<file path="src/sv/tdf_pkg.sv">
// Shared types and constants for the trial-division factorizer.
package tdf_pkg;
   localparam int STATUS_BITS = 2;
   localparam logic [STATUS_BITS-1:0] STATUS_COMPOSITE = 2'd0;
   localparam logic [STATUS_BITS-1:0] STATUS_PRIME     = 2'd1;
   localparam logic [STATUS_BITS-1:0] STATUS_INVALID   = 2'd2;
   localparam int PF_BITS    = 31;
   localparam int SMALL_BITS = 16;
   localparam int LDIV_BITS  = 30;
   localparam int LPF_BITS   = 30;
   localparam int STORE_DEPTH = 31;
   localparam int COUNT_BITS  = 5;

   typedef enum logic [2:0] {
      ST_IDLE, ST_TEST, ST_DIV, ST_EMIT, ST_QDIV, ST_OUT
   } state_type;

   typedef enum logic [1:0] {
      DV_IDLE, DV_RUN, DV_DONE
   } div_state_type;
endpackage

</file>
<file path="src/sv/tdf_fifo.sv">
// Small request queue between the accept side and the factoring engine.
module tdf_fifo #(
   parameter int WIDTH = 31,
   parameter int DEPTH = 2
) (
   input  logic             clock,
   input  logic             reset,
   input  logic             in_valid,
   output logic             in_ready,
   input  logic [WIDTH-1:0] in_data,
   output logic             out_valid,
   input  logic             out_ready,
   output logic [WIDTH-1:0] out_data
);
   localparam int AW = (DEPTH > 1) ? $clog2(DEPTH) : 1;
   localparam int CW = $clog2(DEPTH + 1);

   logic [WIDTH-1:0] mem_ff [DEPTH];
   logic [AW-1:0]    wp_ff, wp_in, rp_ff, rp_in;
   logic [CW-1:0]    cnt_ff, cnt_in;
   logic             push, pop;

   assign in_ready  = (cnt_ff != CW'(DEPTH));
   assign out_valid = (cnt_ff != '0);
   assign out_data  = mem_ff[rp_ff];
   assign push = in_valid && in_ready;
   assign pop  = out_valid && out_ready;

   always_comb begin
      wp_in = wp_ff;
      rp_in = rp_ff;
      cnt_in = cnt_ff;
      if (push) begin
         wp_in = (wp_ff == AW'(DEPTH - 1)) ? '0 : wp_ff + 1'b1;
      end
      if (pop) begin
         rp_in = (rp_ff == AW'(DEPTH - 1)) ? '0 : rp_ff + 1'b1;
      end
      if (push && !pop) begin
         cnt_in = cnt_ff + 1'b1;
      end else if (pop && !push) begin
         cnt_in = cnt_ff - 1'b1;
      end
   end

   always_ff @(posedge clock) begin
      if (reset) begin
         wp_ff <= '0;
         rp_ff <= '0;
         cnt_ff <= '0;
      end else begin
         wp_ff <= wp_in;
         rp_ff <= rp_in;
         cnt_ff <= cnt_in;
      end
      if (push) begin
         mem_ff[wp_ff] <= in_data;
      end
   end

`ifndef NO_ASSERTIONS
   a_cnt_range: assert property (@(posedge clock) disable iff (reset)
      cnt_ff <= CW'(DEPTH)) else $error("queue count overflow");
   a_pop_nonempty: assert property (@(posedge clock) disable iff (reset)
      pop |-> cnt_ff != '0) else $error("pop from empty queue");
   a_cnt_step: assert property (@(posedge clock) disable iff (reset)
      (push && !pop) |=> cnt_ff == $past(cnt_ff) + 1'b1) else $error("count step");
`endif
endmodule

</file>
<file path="src/sv/tdf_div.sv">
// Restoring divider, one quotient bit per cycle.
module tdf_div #(
   parameter int W = 31
) (
   input  logic         clock,
   input  logic         reset,
   input  logic         start,
   input  logic [W-1:0] dividend,
   input  logic [W-1:0] divisor,
   output logic         done,
   output logic [W-1:0] quotient,
   output logic [W-1:0] remainder
);
   import tdf_pkg::*;
   localparam int CW = $clog2(W + 1);

   div_state_type    st_ff, st_in;
   logic [CW-1:0]    cnt_ff, cnt_in;
   logic [W-1:0]     q_ff, q_in, d_ff, d_in;
   logic [W:0]       r_ff, r_in, trial;

   assign trial = {r_ff[W-1:0], q_ff[W-1]} - {1'b0, d_ff};

   always_comb begin
      st_in = st_ff;
      case (st_ff)
         DV_IDLE: if (start) st_in = DV_RUN;
         DV_RUN:  if (cnt_ff == CW'(1)) st_in = DV_DONE;
         DV_DONE: st_in = start ? DV_RUN : DV_IDLE;
         default: st_in = DV_IDLE;
      endcase
   end

   always_comb begin
      cnt_in = cnt_ff;
      q_in = q_ff;
      r_in = r_ff;
      d_in = d_ff;
      if (start && st_ff != DV_RUN) begin
         cnt_in = CW'(W);
         q_in = dividend;
         r_in = '0;
         d_in = divisor;
      end else if (st_ff == DV_RUN) begin
         cnt_in = cnt_ff - 1'b1;
         if (!trial[W]) begin
            r_in = trial;
            q_in = {q_ff[W-2:0], 1'b1};
         end else begin
            r_in = {r_ff[W-1:0], q_ff[W-1]};
            q_in = {q_ff[W-2:0], 1'b0};
         end
      end
   end

   always_ff @(posedge clock) begin
      if (reset) begin
         st_ff <= DV_IDLE;
         cnt_ff <= '0;
      end else begin
         st_ff <= st_in;
         cnt_ff <= cnt_in;
      end
      q_ff <= q_in;
      r_ff <= r_in;
      d_ff <= d_in;
   end

   assign done = (st_ff == DV_DONE);
   assign quotient = q_ff;
   assign remainder = r_ff[W-1:0];

`ifndef NO_ASSERTIONS
   a_done_follows_run: assert property (@(posedge clock) disable iff (reset)
      $rose(done) |-> $past(st_ff) == DV_RUN) else $error("done without run");
   a_cnt_run: assert property (@(posedge clock) disable iff (reset)
      st_ff == DV_RUN |-> cnt_ff != '0) else $error("run with zero count");
   a_no_start_run: assert property (@(posedge clock) disable iff (reset)
      st_ff == DV_RUN |-> !start) else $error("start while busy");
`endif
endmodule

</file>
<file path="src/sv/tdf_engine.sv">
// Factoring engine: trial division loop, factor store and result emission.
module tdf_engine #(
   parameter int VALUE_BITS = 31
) (
   input  logic                            clock,
   input  logic                            reset,
   input  logic                            in_valid,
   output logic                            in_ready,
   input  logic [VALUE_BITS-1:0]           in_number,
   output logic                            out_valid,
   input  logic                            out_ready,
   output logic [tdf_pkg::STATUS_BITS-1:0] out_status,
   output logic [tdf_pkg::PF_BITS-1:0]     out_pf,
   output logic [tdf_pkg::SMALL_BITS-1:0]  out_small,
   output logic [tdf_pkg::LDIV_BITS-1:0]   out_ldiv,
   output logic [tdf_pkg::LPF_BITS-1:0]    out_lpf,
   output logic                            out_last
);
   import tdf_pkg::*;
   localparam int W = VALUE_BITS;

   state_type          st_ff, st_in;
   logic [W-1:0]       n_ff, rem_ff, d_ff, small_ff, lpf_ff, ldiv_ff;
   logic [W-1:0]       n_in, rem_in, d_in, small_in, lpf_in, ldiv_in;
   logic [COUNT_BITS-1:0] cnt_ff, cnt_in, rd_ff, rd_in;
   logic [PF_BITS-1:0] store_ff [STORE_DEPTH];
   logic               wr_en;
   logic [PF_BITS-1:0] wr_data;
   logic               div_start, div_done;
   logic [W-1:0]       div_a, div_b, div_q, div_r;
   logic               prime_ff, prime_in;
   logic [STATUS_BITS-1:0] ostat_ff, ostat_in;
   logic [PF_BITS-1:0] opf_ff, opf_in;
   logic               olast_ff, olast_in;
   logic               ov_ff, ov_in;
   logic               room;

   tdf_div #(.W(W)) u_div (
      .clock(clock), .reset(reset), .start(div_start), .dividend(div_a),
      .divisor(div_b), .done(div_done), .quotient(div_q), .remainder(div_r)
   );

   assign room = !ov_ff || out_ready;
   assign in_ready = (st_ff == ST_IDLE) && room;

   always_comb begin
      st_in = st_ff;
      case (st_ff)
         ST_IDLE: if (in_valid && room) st_in = (in_number == '0) ? ST_OUT : ST_TEST;
         ST_TEST: if (div_done) begin
            if (div_q < d_ff) st_in = ST_EMIT;
            else if (div_r == '0) st_in = ST_DIV;
         end
         ST_DIV:  st_in = ST_TEST;
         ST_EMIT: st_in = prime_ff ? ST_OUT : ST_QDIV;
         ST_QDIV: if (div_done) st_in = ST_OUT;
         ST_OUT:  if (room && (prime_ff || rd_ff + 1'b1 >= cnt_ff)) st_in = ST_IDLE;
         default: st_in = ST_IDLE;
      endcase
   end

   always_comb begin
      div_start = 1'b0;
      div_a = rem_ff;
      div_b = d_ff;
      case (st_ff)
         ST_IDLE: begin
            div_start = in_valid && room && in_number != '0;
            div_a = in_number;
            div_b = W'(2);
         end
         ST_TEST: begin
            if (div_done && div_q >= d_ff) begin
               div_start = 1'b1;
               if (div_r == '0) begin
                  div_a = div_q;
               end else begin
                  div_b = d_ff + 1'b1;
               end
            end
         end
         ST_EMIT: begin
            div_start = !prime_ff;
            div_a = n_ff;
            div_b = small_ff;
         end
         default: div_start = 1'b0;
      endcase
   end

   always_comb begin
      n_in = n_ff; rem_in = rem_ff; d_in = d_ff; small_in = small_ff;
      lpf_in = lpf_ff; ldiv_in = ldiv_ff; cnt_in = cnt_ff; rd_in = rd_ff;
      prime_in = prime_ff; wr_en = 1'b0; wr_data = PF_BITS'(d_ff);
      ostat_in = ostat_ff; opf_in = opf_ff; olast_in = olast_ff;
      ov_in = ov_ff && !out_ready;
      case (st_ff)
         ST_IDLE: if (in_valid && room) begin
            n_in = in_number; rem_in = in_number; d_in = W'(2);
            small_in = '0; lpf_in = '0; ldiv_in = '0; cnt_in = '0; rd_in = '0;
            prime_in = 1'b0;
            if (in_number == '0) begin
               prime_in = 1'b1; n_in = '0;
            end
         end
         ST_TEST: if (div_done && div_q >= d_ff) begin
            if (div_r == '0) begin
               rem_in = div_q;
               if (small_ff == '0) small_in = d_ff;
               lpf_in = d_ff;
               if (cnt_ff < COUNT_BITS'(STORE_DEPTH)) begin
                  wr_en = 1'b1;
                  cnt_in = cnt_ff + 1'b1;
               end
            end else begin
               d_in = d_ff + 1'b1;
            end
         end
         ST_EMIT: begin
            if (small_ff == '0) begin
               prime_in = 1'b1;
            end else if (rem_ff > W'(1)) begin
               lpf_in = rem_ff;
               wr_data = PF_BITS'(rem_ff);
               if (cnt_ff < COUNT_BITS'(STORE_DEPTH)) begin
                  wr_en = 1'b1;
                  cnt_in = cnt_ff + 1'b1;
               end
            end
         end
         ST_QDIV: if (div_done) ldiv_in = div_q;
         ST_OUT: if (room) begin
            ov_in = 1'b1;
            if (prime_ff) begin
               olast_in = 1'b1;
               if (n_ff != '0) begin
                  ostat_in = STATUS_PRIME; opf_in = PF_BITS'(n_ff);
               end else begin
                  ostat_in = STATUS_INVALID; opf_in = '0;
               end
            end else begin
               ostat_in = STATUS_COMPOSITE;
               opf_in = store_ff[rd_ff];
               olast_in = (rd_ff + 1'b1 >= cnt_ff);
               rd_in = rd_ff + 1'b1;
            end
         end
         default: ov_in = ov_ff && !out_ready;
      endcase
   end

   always_ff @(posedge clock) begin
      if (reset) begin
         st_ff <= ST_IDLE;
         ov_ff <= 1'b0;
         cnt_ff <= '0;
         rd_ff <= '0;
         prime_ff <= 1'b0;
      end else begin
         st_ff <= st_in;
         ov_ff <= ov_in;
         cnt_ff <= cnt_in;
         rd_ff <= rd_in;
         prime_ff <= prime_in;
      end
      n_ff <= n_in; rem_ff <= rem_in; d_ff <= d_in; small_ff <= small_in;
      lpf_ff <= lpf_in; ldiv_ff <= ldiv_in;
      ostat_ff <= ostat_in; opf_ff <= opf_in; olast_ff <= olast_in;
      if (wr_en) begin
         store_ff[cnt_ff] <= wr_data;
      end
   end

   assign out_valid = ov_ff;
   assign out_status = ostat_ff;
   assign out_pf = opf_ff;
   assign out_last = olast_ff;
   assign out_small = (ostat_ff == STATUS_COMPOSITE) ? SMALL_BITS'(small_ff) : '0;
   assign out_ldiv = (ostat_ff == STATUS_COMPOSITE) ? LDIV_BITS'(ldiv_ff) : '0;
   assign out_lpf = (ostat_ff == STATUS_COMPOSITE) ? LPF_BITS'(lpf_ff) : '0;

`ifndef NO_ASSERTIONS
   a_cnt_bound: assert property (@(posedge clock) disable iff (reset)
      cnt_ff <= COUNT_BITS'(STORE_DEPTH)) else $error("store count overflow");
   a_accept_idle: assert property (@(posedge clock) disable iff (reset)
      (in_valid && in_ready) |-> st_ff == ST_IDLE) else $error("accept while busy");
   a_hold: assert property (@(posedge clock) disable iff (reset)
      (out_valid && !out_ready) |=> out_valid && $stable(out_pf))
      else $error("result dropped");
`endif
endmodule

</file>
<file path="src/sv/trial_division_factorizer.sv">
// Top level of the trial-division factorizer.
// Each request is one number; the result stream gives one item for zero
// (invalid) or a prime, and one item per prime factor for a composite, with
// tlast on the final item and the status code on tuser. Requests queue in a
// two-entry buffer ahead of the factoring engine. Run time per request is
// dominated by the shared bit-serial divider, run once per trial division.
module trial_division_factorizer #(
   parameter int VALUE_BITS = 31
) (
   input  logic         clock,
   input  logic         reset,
   input  logic         req_tvalid,
   output logic         req_tready,
   input  logic [31:0]  req_tdata,   // [30:0] number
   output logic         rsp_tvalid,
   input  logic         rsp_tready,
   // prime_factor, smallest_factor, largest_divisor, largest_prime_factor
   output logic [111:0] rsp_tdata,
   output logic [1:0]   rsp_tuser,   // status
   output logic         rsp_tlast
);
   import tdf_pkg::*;

   logic                   q_valid, q_ready;
   logic [VALUE_BITS-1:0]  q_data, in_num;
   logic [PF_BITS-1:0]     o_pf;
   logic [SMALL_BITS-1:0]  o_small;
   logic [LDIV_BITS-1:0]   o_ldiv;
   logic [LPF_BITS-1:0]    o_lpf;

   always_comb begin
      in_num = '0;
      for (int i = 0; i < VALUE_BITS; i++) begin
         if (i < 31) in_num[i] = req_tdata[i];
      end
   end

   tdf_fifo #(.WIDTH(VALUE_BITS), .DEPTH(2)) u_fifo (
      .clock(clock), .reset(reset),
      .in_valid(req_tvalid), .in_ready(req_tready), .in_data(in_num),
      .out_valid(q_valid), .out_ready(q_ready), .out_data(q_data)
   );

   tdf_engine #(.VALUE_BITS(VALUE_BITS)) u_engine (
      .clock(clock), .reset(reset),
      .in_valid(q_valid), .in_ready(q_ready), .in_number(q_data),
      .out_valid(rsp_tvalid), .out_ready(rsp_tready),
      .out_status(rsp_tuser), .out_pf(o_pf), .out_small(o_small),
      .out_ldiv(o_ldiv), .out_lpf(o_lpf), .out_last(rsp_tlast)
   );

   assign rsp_tdata = {5'b0, o_lpf, o_ldiv, o_small, o_pf};
endmodule
</file>
<file path="config.mk">
export PLATFORM = sky130hd
export DESIGN_NAME = trial_division_factorizer
export DESIGN_NICKNAME = d
export VERILOG_FILES = /design/src/sv/tdf_pkg.sv /design/src/sv/tdf_fifo.sv /design/src/sv/tdf_div.sv /design/src/sv/tdf_engine.sv /design/src/sv/trial_division_factorizer.sv
export SDC_FILE = /design/constraint.sdc
export NUM_CORES = 2
export LEC_CHECK = 0
export BUFFER_PORTS_ARGS = -buffer_cell sky130_fd_sc_hd__buf_2
export CORE_MARGIN = 4
export CORE_UTILIZATION = 30
export DETAILED_ROUTE_END_ITERATION = 12
export SYNTH_ARGS = -nofsm -noshare
export SYNTH_HDL_FRONTEND = slang
export SYNTH_SLANG_ARGS = --single-unit
</file>
<file path="constraint.sdc">
create_clock -name clock -period 9.9 [get_ports clock]
set_input_delay 0.495 -clock clock [delete_from_list [all_inputs] [get_ports clock]]
set_output_delay 0.495 -clock clock [all_outputs]
set_load 0.01 [all_outputs]
</file>
==> impl_metrics.env <==
export IMPL_outcome="finished clean"
export IMPL_netlist_area_leader_share_pct=67.8
export IMPL_antenna_found_initial=1
export IMPL_critPathCaptureType="flip-flop"
export IMPL_path_clk_slew_ns=0.06
export IMPL_ir_worst_vdd_v=0.000179
export IMPL_core_area_um2=191000
export IMPL_h_tree_depth=4
export IMPL_async_flop_share_pct=0
export IMPL_cp_start_kind="flip-flop"
export IMPL_drive_above_1_share_pct=21.0
export IMPL_regArea_um2=40400
export IMPL_fp_dieH_um=446
export IMPL_area_growth_pct=15.4
export IMPL_die_area_um2=199000
export IMPL_rsz0062_at_grt="false"
export IMPL_crit_type="reg2reg"
export IMPL_maxCapViolations=0
export IMPL_setup_violations_final=0
export IMPL_rows=160
export IMPL_ys_top_cells_by_area="edfxtp_1 68%, mux4_2 11%, dfxtp_1 2.2%"
export IMPL_cp_data_required_time_ns=10.30
export IMPL_tns_ns=0
export IMPL_start_util_pct=30.3
export IMPL_crit_fanout=32
export IMPL_drtIter0Drc=3436
export IMPL_syn_area_um2=57700
export IMPL_num_io_pins=153
export IMPL_arrival_ns=5.66
export IMPL_ant_nets=0
export IMPL_place_hpwl_um=99400
export IMPL_pwr_share_comb_pct=22.1
export IMPL_synth_commonest_cells="1303 x edfxtp_1, 279 x mux4_2, 242 x nor2_1, 176 x nand2_1, 149 x clkbuf_1"
export IMPL_hold_violations=0
export IMPL_ys_ff_latch=1366
export IMPL_fillers=18061
export IMPL_die_w_um=446
export IMPL_power_switching_mw=5.66
export IMPL_clkPwrFrac_pct=30.1
export IMPL_synth_warning_count=0
export IMPL_viasPerCell=5.17
export IMPL_synth_area_leader_cell="edfxtp_1"
export IMPL_fin_nets=3804
export IMPL_syn_mean_instance_area_um2=16.5
export IMPL_slew_headroom_pct=18.4
export IMPL_cts_resized=0
export IMPL_synth_ff_type="edfxtp_1"
export IMPL_cts_tree="done"
export IMPL_post_cts_setup_buffers=0
export IMPL_fin_crit_ns=5.26
export IMPL_multiInputGateArea_um2=16400
export IMPL_wl_per_cell_um=25.5
export IMPL_grt_max_degree=157
export IMPL_internal_power_mw=11.9
export IMPL_switching_share_pct=32.3
export IMPL_detailedRoute_firstPassIterationCount=6
export IMPL_synth_cell_types=77
export IMPL_yosysMostFrequentCell="edfxtp_1"
export IMPL_fin_skew_ns=0.0519
export IMPL_worst_pin_slew_ns=1.22
export IMPL_period_share_pct=53.1
export IMPL_synth_cells=3492
export IMPL_drv_slew=0
export IMPL_route_detailed_drc=0
export IMPL_p_total_mw=17.6
export IMPL_fmax_ghz=0.190
export IMPL_insertion_delay_ns=0.81
export IMPL_portBuffers=146
export IMPL_gr_total_overflow=0
export IMPL_ys_seq_area_share_pct=70.0
export IMPL_num_vias=32656
export IMPL_grt_pass1_vias=32281
export IMPL_wirelength_um=161000
export IMPL_power_density_nw_per_um2=264
export IMPL_clock_path_buffers=3
export IMPL_hold_path_class="in2reg"
export IMPL_cts_buffers=141
export IMPL_place_congestion=0.900
export IMPL_grtUsageTotal_pct=15.9
export IMPL_grt_pass1_wl_um=231000
export IMPL_power_leakage_nw=21.4
export IMPL_clockRootBuffer="clkbuf_16"
export IMPL_synth_enable_flop_cells=1303
export IMPL_clock_sinks=1366
export IMPL_p_seq_share_pct=47.8
==> through the flow <==
step                      setup WS [ns]  instance area [um^2]  cells  utilization [%]  hold WS [ns]
after floorplan                    4.57                 57700   3496                -         0.444
after global placement             4.68                 61700   6028             32.4         0.462
after detailed placement           4.70                 61700   6028             32.4         0.471
after CTS                          4.65                 66500   6312             34.9        0.0833
after global routing               4.35                 66500   6312             34.9         0.105
final                              4.64                 66600   6313             34.9         0.130
==> state kept, by name (all words and copies together), names as in the netlist, 30 cells and up, named ones only <==
signal / cells
u_engine.u_div.r_ff: 31
u_engine.lpf_ff: 30
u_engine.u_div.d_ff: 31
u_fifo.mem_ff: 62
u_engine.out_pf: 31
u_engine.d_ff: 31
u_engine.ldiv_ff: 30
u_engine.u_div.quotient: 31
u_engine.small_ff: 31
u_engine.n_ff: 31
u_engine.rem_ff: 31
u_engine.store_ff: 961
==> power groups by stage <==
stage	clock (mW)	combinational, mW	sequential [mW]
finish	5.28	3.89	8.39
floorplan	0	2.48	8.21
CTS	5.39	3.88	8.38
global placement	0	3.80	8.48
detailed placement	0	3.86	8.50
global route	5.65	4.24	8.44
==> what timing repair did <==
| action | CTS | global route |
|---|---|---|
| hold buffers | 31 | 0 |
| endpoints found under the setup margin | 0 | 0 |
| hold endpoints to repair | 62 | 0 |
==> cell usage in the layout (no fill, tap or decap), types with 31 or more instances in the layout <==
cell type and count:
edfxtp_1 1303, mux4_2 279, nor2_1 209, nand2_1 174, buf_2 146, clkbuf_16 142
o21ai_0 138, inv_1 113, and2_1 111, mux2i_1 101, a21oi_1 91, ha_1 76
buf_4 74, a31oi_1 67, dfxtp_1 55, nor4_1 49, a21o_1 46, a22oi_1 40
nand4_1 36, xnor2_1 36, clkinv_1 32, nor2_4 32, mux2_2 32, dlygate4sd3_1 31
==> worst paths after layout <==
kind | slack (ns) | start | endpoint | cells past startpoint
worst min register to register | 0.48 | u_engine.u_div.cnt_ff[3] | u_engine.u_div.cnt_ff[3] | 1
worst max register to register | 4.64 | u_engine.d_ff[22] | u_engine.store_ff[29][22] | 13
worst min-delay path | 0.13 | rsp_tready | u_engine.out_valid | 3
worst max-delay path | 4.64 | u_engine.d_ff[22] | u_engine.store_ff[29][22] | 13
==> kinds of logic (layout without fill, tap and decap cells) <==
kind of cell	count (synthesis)	count (layout)	share of synthesized area [%]
flops	1366	1366	70.0
simple gates	741	741	6.16
compound gates	512	512	5.69
mux	422	422	13.5
buf+inv	319	624	2.13
fa+ha+maj	77	77	1.68
xor+xnor	54	54	0.820
other cells	1	6	0.00650
==> critical path: stages (launching register included) <==
cell,delay [ns]
edfxtp_1,0.43
inv_2,0.12
ha_1,0.33
nand4_1,0.20
nor4_1,0.30
nand2_1,0.22
o2111ai_2,0.41
o21ai_1,0.11
nor3_2,0.12
buf_4,0.39
o21ai_1,0.23
or2_1,0.52
nor3_2,0.82
buf_4,0.63
==> metal layers <==
layer	vias to the layer above	GRT usage, %	wire, um
met5	-	0	0
met4	0	6.53	6720
met3	264	2.48	9140
met2	1197	26.8	80600
met1	17008	20.5	64700
li1	14187	-	-
==> cell type report <==
cell class                 count  area share, %
antenna                        1        0.00376
clock buffer                 168           5.49
clock inverter                85           1.33
inverter                     118          0.666
multi-input combinational   1811           24.6
sequential                  1366           60.7
tap                         2511           4.72
timing repair buffer         253           2.46
No activity file was read; power rests on OpenSTA's default activity.
